--- src/rtl/lcdst_pkg.sv ---
// Shared types and constants for the LCD scanline timing controller.
// No dependencies; imported by the top level and its checker.
package lcdst_pkg;

   localparam int unsigned DotsPerLine   = 456;
   localparam int unsigned LinesPerFrame = 154;
   localparam int unsigned VblankLine    = 144;
   localparam int unsigned ScanEnd       = 80;
   localparam int unsigned DrawEnd       = 252;
   localparam int unsigned WindowLeftMax = 166;

   localparam int unsigned CtrlEnableBit = 7;
   localparam int unsigned CtrlWindowBit = 5;

   typedef enum logic [1:0] {
      MODE_HBLANK = 2'd0,
      MODE_VBLANK = 2'd1,
      MODE_SCAN   = 2'd2,
      MODE_DRAW   = 2'd3
   } mode_type;

   typedef enum logic [2:0] {
      CSR_LCD_CONTROL  = 3'd0,
      CSR_STAT_ENABLES = 3'd1,
      CSR_COMPARE_LINE = 3'd2,
      CSR_WINDOW_TOP   = 3'd3,
      CSR_WINDOW_LEFT  = 3'd4
   } csr_index_type;

endpackage

--- src/rtl/lcd_scanline_timing_controller.sv ---
// LCD scanline timing controller: dot/line counters, mode, interrupts, window line.
// Depends on lcdst_pkg.
//
// Usage:
//   req_ channel: one beat per tick, carrying the dots elapsed since the last tick.
//   rsp_ channel: one beat per tick: interrupts, line, mode, compare match, render
//                 strobe, window flag after that tick; window row before its render.
//   csr_ channel: register writes (index 0..4), always ready; indexes 5..7 are
//                 dropped. Write only while no beat is in flight.
// Path: a request beat lands in the input register at its accepting edge and
//   moves into the response register once that register is empty or being
//   read; rsp_valid then rises and the response beat waits for rsp_ready.
// Throughput: one beat per cycle while rsp_ready stays high. The timing update is
//   one pass of short logic (a 10-bit add, a compare against the line length,
//   a few compares), input register and timing state into the response register.
// Stall: with the response register full and stalled, the input register still
//   takes one more beat; req_ready falls only when both are occupied.
// Reset: synchronous, active high; clears all timing state, the config registers
//   and both valid flags.
module lcd_scanline_timing_controller (
   input  logic       clock,
   input  logic       reset,
   // request channel
   input  logic       req_valid,
   output logic       req_ready,
   input  logic [7:0] req_elapsed_dots,
   // response channel
   output logic       rsp_valid,
   input  logic       rsp_ready,
   output logic       rsp_vblank_irq,
   output logic       rsp_stat_irq,
   output logic [7:0] rsp_current_line,
   output logic [1:0] rsp_current_mode,
   output logic       rsp_line_match,
   output logic       rsp_render_now,
   output logic [7:0] rsp_window_row,
   output logic       rsp_window_on,
   // configuration channel
   input  logic       csr_valid,
   output logic       csr_ready,
   input  logic [2:0] csr_index,
   input  logic [7:0] csr_data
);
   import lcdst_pkg::*;

   // ---------------- configuration registers ----------------
   logic [7:0] lcd_control_ff, compare_line_ff, window_top_ff, window_left_ff;
   logic [3:0] stat_enables_ff;

   assign csr_ready = 1'b1;

   always_ff @(posedge clock) begin
      if (reset) begin
         lcd_control_ff  <= '0;
         stat_enables_ff <= '0;
         compare_line_ff <= '0;
         window_top_ff   <= '0;
         window_left_ff  <= '0;
      end else if (csr_valid) begin
         case (csr_index)
            CSR_LCD_CONTROL:  lcd_control_ff  <= csr_data;
            CSR_STAT_ENABLES: stat_enables_ff <= csr_data[3:0];
            CSR_COMPARE_LINE: compare_line_ff <= csr_data;
            CSR_WINDOW_TOP:   window_top_ff   <= csr_data;
            CSR_WINDOW_LEFT:  window_left_ff  <= csr_data;
            default: ;
         endcase
      end
   end

   // ---------------- input register ----------------
   logic       in_valid_ff;
   logic [7:0] in_dots_ff;
   logic       out_load;

   assign out_load  = in_valid_ff && (!rsp_valid || rsp_ready);
   assign req_ready = !in_valid_ff || out_load;

   always_ff @(posedge clock) begin
      if (reset) begin
         in_valid_ff <= 1'b0;
      end else if (req_ready) begin
         in_valid_ff <= req_valid;
      end
   end

   always_ff @(posedge clock) begin
      if (req_valid && req_ready) begin
         in_dots_ff <= req_elapsed_dots;
      end
   end

   // ---------------- timing state ----------------
   logic [8:0] dot_count_ff,   dot_count_in;
   logic [7:0] line_count_ff,  line_count_in;
   mode_type   mode_ff,        mode_in;
   logic [7:0] win_line_ff,    win_line_in;
   logic       win_flag_ff,    win_flag_in;
   logic       stat_level_ff,  stat_level_in;

   // result fields
   logic       vblank_in, stat_in, match_in, render_in;
   logic [7:0] row_in;

   // working values
   logic       enable;
   logic [9:0] dot_sum;
   logic       line_wrap;
   logic [8:0] dot_next;
   logic [7:0] line_inc;
   logic [7:0] win_line_mid;
   logic       win_flag_mid;
   logic       level;

   assign enable  = lcd_control_ff[CtrlEnableBit];
   assign dot_sum = {1'b0, dot_count_ff} + {2'b00, in_dots_ff};
   // the sum stays below two line lengths, so one subtract is enough
   assign line_wrap = (dot_sum >= 10'(DotsPerLine));
   assign dot_next  = line_wrap ? 9'(dot_sum - 10'(DotsPerLine)) : dot_sum[8:0];
   assign line_inc  = line_count_ff + 8'd1;

   always_comb begin
      dot_count_in  = dot_next;
      line_count_in = line_count_ff;
      win_line_mid  = win_line_ff;
      win_flag_mid  = win_flag_ff;
      vblank_in     = 1'b0;

      if (line_wrap) begin
         if (line_inc == 8'(LinesPerFrame)) begin
            // end of frame: window restarts
            line_count_in = '0;
            win_line_mid  = '0;
            win_flag_mid  = 1'b0;
         end else begin
            line_count_in = line_inc;
            vblank_in     = (line_inc == 8'(VblankLine));
         end
      end

      if (line_count_in >= 8'(VblankLine))      mode_in = MODE_VBLANK;
      else if (dot_count_in < 9'(ScanEnd))      mode_in = MODE_SCAN;
      else if (dot_count_in < 9'(DrawEnd))      mode_in = MODE_DRAW;
      else                                      mode_in = MODE_HBLANK;

      match_in  = (line_count_in == compare_line_ff);
      render_in = (mode_ff == MODE_DRAW) && (mode_in == MODE_HBLANK);
      row_in    = win_line_mid;

      win_flag_in = win_flag_mid;
      win_line_in = win_line_mid;
      if (render_in) begin
         if (line_count_in == window_top_ff) win_flag_in = 1'b1;
         if (win_flag_in && lcd_control_ff[CtrlWindowBit]
             && (window_left_ff <= 8'(WindowLeftMax))) begin
            win_line_in = win_line_mid + 8'd1;
         end
      end

      level = (stat_enables_ff[0] && (mode_in == MODE_HBLANK))
           || (stat_enables_ff[1] && (mode_in == MODE_VBLANK))
           || (stat_enables_ff[2] && (mode_in == MODE_SCAN))
           || (stat_enables_ff[3] && match_in);
      stat_in       = !stat_level_ff && level;
      stat_level_in = level;

      if (!enable) begin
         // display off: counters cleared, all fields zero, status level kept
         dot_count_in  = '0;
         line_count_in = '0;
         mode_in       = MODE_HBLANK;
         win_line_in   = '0;
         win_flag_in   = 1'b0;
         stat_level_in = stat_level_ff;
         vblank_in     = 1'b0;
         stat_in       = 1'b0;
         match_in      = 1'b0;
         render_in     = 1'b0;
         row_in        = '0;
      end
   end

   always_ff @(posedge clock) begin
      if (reset) begin
         dot_count_ff  <= '0;
         line_count_ff <= '0;
         mode_ff       <= MODE_HBLANK;
         win_line_ff   <= '0;
         win_flag_ff   <= 1'b0;
         stat_level_ff <= 1'b0;
      end else if (out_load) begin
         dot_count_ff  <= dot_count_in;
         line_count_ff <= line_count_in;
         mode_ff       <= mode_in;
         win_line_ff   <= win_line_in;
         win_flag_ff   <= win_flag_in;
         stat_level_ff <= stat_level_in;
      end
   end

   // ---------------- response register ----------------
   logic       rsp_valid_ff;
   logic       rsp_vblank_ff, rsp_stat_ff, rsp_match_ff, rsp_render_ff, rsp_win_on_ff;
   logic [7:0] rsp_line_ff, rsp_row_ff;
   mode_type   rsp_mode_ff;

   always_ff @(posedge clock) begin
      if (reset) begin
         rsp_valid_ff <= 1'b0;
      end else if (out_load) begin
         rsp_valid_ff <= 1'b1;
      end else if (rsp_ready) begin
         rsp_valid_ff <= 1'b0;
      end
   end

   always_ff @(posedge clock) begin
      if (out_load) begin
         rsp_vblank_ff <= vblank_in;
         rsp_stat_ff   <= stat_in;
         rsp_line_ff   <= line_count_in;
         rsp_mode_ff   <= mode_in;
         rsp_match_ff  <= match_in;
         rsp_render_ff <= render_in;
         rsp_row_ff    <= row_in;
         rsp_win_on_ff <= win_flag_in;
      end
   end

   assign rsp_valid        = rsp_valid_ff;
   assign rsp_vblank_irq   = rsp_vblank_ff;
   assign rsp_stat_irq     = rsp_stat_ff;
   assign rsp_current_line = rsp_line_ff;
   assign rsp_current_mode = rsp_mode_ff;
   assign rsp_line_match   = rsp_match_ff;
   assign rsp_render_now   = rsp_render_ff;
   assign rsp_window_row   = rsp_row_ff;
   assign rsp_window_on    = rsp_win_on_ff;

endmodule

--- config.mk ---
export PLATFORM = sky130hd
export DESIGN_NAME = lcd_scanline_timing_controller
export DESIGN_NICKNAME = d
export VERILOG_FILES = /design/src/rtl/lcdst_pkg.sv /design/src/rtl/lcd_scanline_timing_controller.sv
export SDC_FILE = /design/constraint.sdc
export NUM_CORES = 1
export LEC_CHECK = 0
export BUFFER_PORTS_ARGS = -buffer_cell sky130_fd_sc_hd__buf_2
export CELL_PAD_IN_SITES_DETAIL_PLACEMENT = 0
export CELL_PAD_IN_SITES_GLOBAL_PLACEMENT = 1
export CORE_MARGIN = 2
export CORE_UTILIZATION = 30
export CTS_CLUSTER_DIAMETER = 80
export CTS_CLUSTER_SIZE = 10
export DETAILED_ROUTE_END_ITERATION = 12
export PLACE_DENSITY_LB_ADDON = 0.3
export SYNTH_ARGS = -nofsm -noshare
export SYNTH_HDL_FRONTEND = slang
export SYNTH_SLANG_ARGS = --single-unit
--- constraint.sdc ---
create_clock -name clock -period 4.3 [get_ports clock]
set_input_delay 0.86 -clock clock [delete_from_list [all_inputs] [get_ports clock]]
set_output_delay 0.86 -clock clock [all_outputs]
set_load 0.02 [all_outputs]
==> run metrics <==
share of cells above drive strength 1=14.8%; critical path required time=4.61 ns; Synth-to-Final Area Change=14.0%; post-synthesis instance area=5440 um^2; overflow left after global routing=0; Clock Path Buffers=2; routed via count=4847; Die Ht=between 100 and 150 um; die area=19200 um^2; CTS H-tree depth=3; RePlAce Congestion=about 0.90; Fin. Hold Viols=0; hold_ws=0.456 ns; clk sinks=~90; wire length per cell=about 18 um; fin nets=709; routed wire length=16300 um; ys flop type=dfxtp_1; setup ws final=0.334 ns; number of global-route vias before repair=4824; post-route antenna net violation count=0; Initial Utilization=30.4%; dpl hpwl=around 12000 um; worst slack, placed=0.143 ns; Synth area leaders=dfxtp_1, edfxtp_1, nand2_1; kind of critical path=reg2reg; Tcrit/Tclk final=~92%; synthesized net count=673; # fillers=1856; clock slew at reported path FFs=0.08 ns; cts bufs inserted=9; Achievable Freq=252 MHz; post-synthesis sequential area ratio=about two fifths; post-synth top area cell=dfxtp_1; syn avg cell area=8.57 um^2; Yosys cell types=81; commonest non-fill, non-tap cell in the layout=nand2_1; HP Class=reg2reg; Async SR Flop Fraction=0%; Via density=5.36; Startpoint Class=flip-flop; Final Max Tran Viols=0; diode count=0; Clock Latency Late Sink=0.36 ns; status=complete, no violations; drt first pass iters=4; relative slew slack=50.2%; area of the multi-input gates=between 3000 and 4000 um^2; Data arrival, critical path=about 4.3 ns; PwrDens=307 nW/um^2; Post-synth EDFFs=31; Max IR drop VDD=0.184 mV; setup violators final=0; Period minus WS final=3.97 ns; initial antenna violation count=0; Rows=49; largest net degree at the start of global routing=44; CTS resizes=0; # port buffers=48; top cell type's share of synthesized area=22.4%; CP max FO=15; most frequent cells in the layout=nand2_1, dfxtp_1, nor2_1, a21oi_1, buf_2; TritonCTS clock tree=built; setup_tns=0 ns; Root Driver=clkbuf_16; register area=2150 um^2; I/O Pins=50; Worst Setup End Kind=flip-flop; Core Area=17900 um^2; hold_buf cts=0; Least-Margin Pin Slew=0.747 ns; setup bufs post-CTS=0; first-pass GRT wire length=26400 um; register bit count reported by yosys=92; DRC=0; number of DRC markers in iteration 0=439; RSZ-0062 raised after global routing=no; Static Leak=2.23 nW; Cells after Synth=635; synth warn=0; Total Routing Usage GR=between 10% and 20%; max-cap viol count=0; Worst Clk Skew=0.0123 ns; Die Width=139 um
[area by class of cell]
class | count | area share (%)
Clock buffer | 9 | 3.63
Sequential cell | 92 | 34.7
Inverter | 15 | 0.907
Multi-Input combinational cell | 488 | 49.3
Timing Repair Buffer | 65 | 5.93
Clock inverter | 7 | 0.907
Tap cell | 229 | 4.62
[state kept, by name, indices dropped and copies added, names as in the netlist, 2 cells and up]
| signal | flops |
|---|---|
| stat_enables_ff | 4 |
| mode_ff | 2 |
| window_top_ff | 8 |
| dot_count_ff | 9 |
| compare_line_ff | 8 |
| rsp_window_row | 8 |
| window_left_ff | 8 |
| rsp_current_line | 8 |
| rsp_current_mode | 2 |
| in_dots_ff | 8 |
| lcd_control_ff | 2 |
| line_count_ff | 8 |
| win_line_ff | 8 |
[path summary, 6_finish.rpt]
path,startpoint,endpoint,slack (ns),cells after the start
worst min register to register,window_left_ff[4],window_left_ff[4],0.46,2
worst max register to register,in_dots_ff[0],win_line_ff[6],0.33,15
worst min-delay path,window_left_ff[4],window_left_ff[4],0.46,2
worst max-delay path,in_dots_ff[0],win_line_ff[6],0.33,15
[through the flow]
stage	cell area (um^2)	util, %	cells	power, mW
6_report	6210	34.7	905	1.90
5_1_grt	6210	34.7	905	1.97
4_1_cts	6190	34.6	905	1.92
3_5_place_dp	5910	33.0	889	1.14
3_3_place_gp	5910	33.0	889	1.14
2_1_floorplan	5440	-	635	1.07
[where the power goes]
part | switching (mW) | internal [mW]
Combinational | 0.129 | 0.0616
Sequential | 0.0100 | 0.918
Clock | 0.383 | 0.403
[per-layer routing]
layer  part of all wire, %  vias to the layer above  GRT usage (%)
met1                    48                     2338           23.1
met5                     0                        -              0
met4                   1.2                        0           4.73
met2                    47                      107           29.0
met3                   3.1                       14           2.59
li1                      -                     2388              -
[cell usage after synthesis (all sizes together) (4+ instances only)]
cell type    n
nand2      104
nor3        11
xnor2       18
nor3b        7
or2          4
a21oi       54
nand3       27
clkbuf      23
or4          7
or3          5
o211ai      10
a211o        4
and2        13
and3        15
inv         13
edfxtp      31
mux2i        8
o31ai        7
nor2b        9
a211oi       8
buf         17
a21o         4
nand2b       6
a31oi        6
xor2         7
nand4        8
o21ai       19
ha          13
nor4         4
nor2        51
dfxtp       61
o21a         4
[worst max-delay path: stages, from the launching register on]
cell and delay (ns):
edfxtp_1 0.34, ha_1 0.23, inv_1 0.08, fa_1 0.41
nor2b_1 0.20, o2111a_1 0.22, a211o_1 0.23, o311ai_4 0.23
buf_4 0.25, a221oi_2 0.30, o221ai_1 0.20, a211oi_2 0.26
a32oi_1 0.13, buf_4 0.21, or4_1 0.52, nand3_1 0.09
[cells by family after synthesis]
kind of cell | after synthesis | synth area share [%]
simple gates | 278 | 24.9
compound gates | 160 | 21.2
flops | 92 | 39.5
buf+inv | 55 | 4.41
xor+xnor | 27 | 5.01
fa+ha+maj | 14 | 3.36
mux | 8 | 1.47
other cells | 1 | 0.0689
Power figures use the tool's default switching activity.
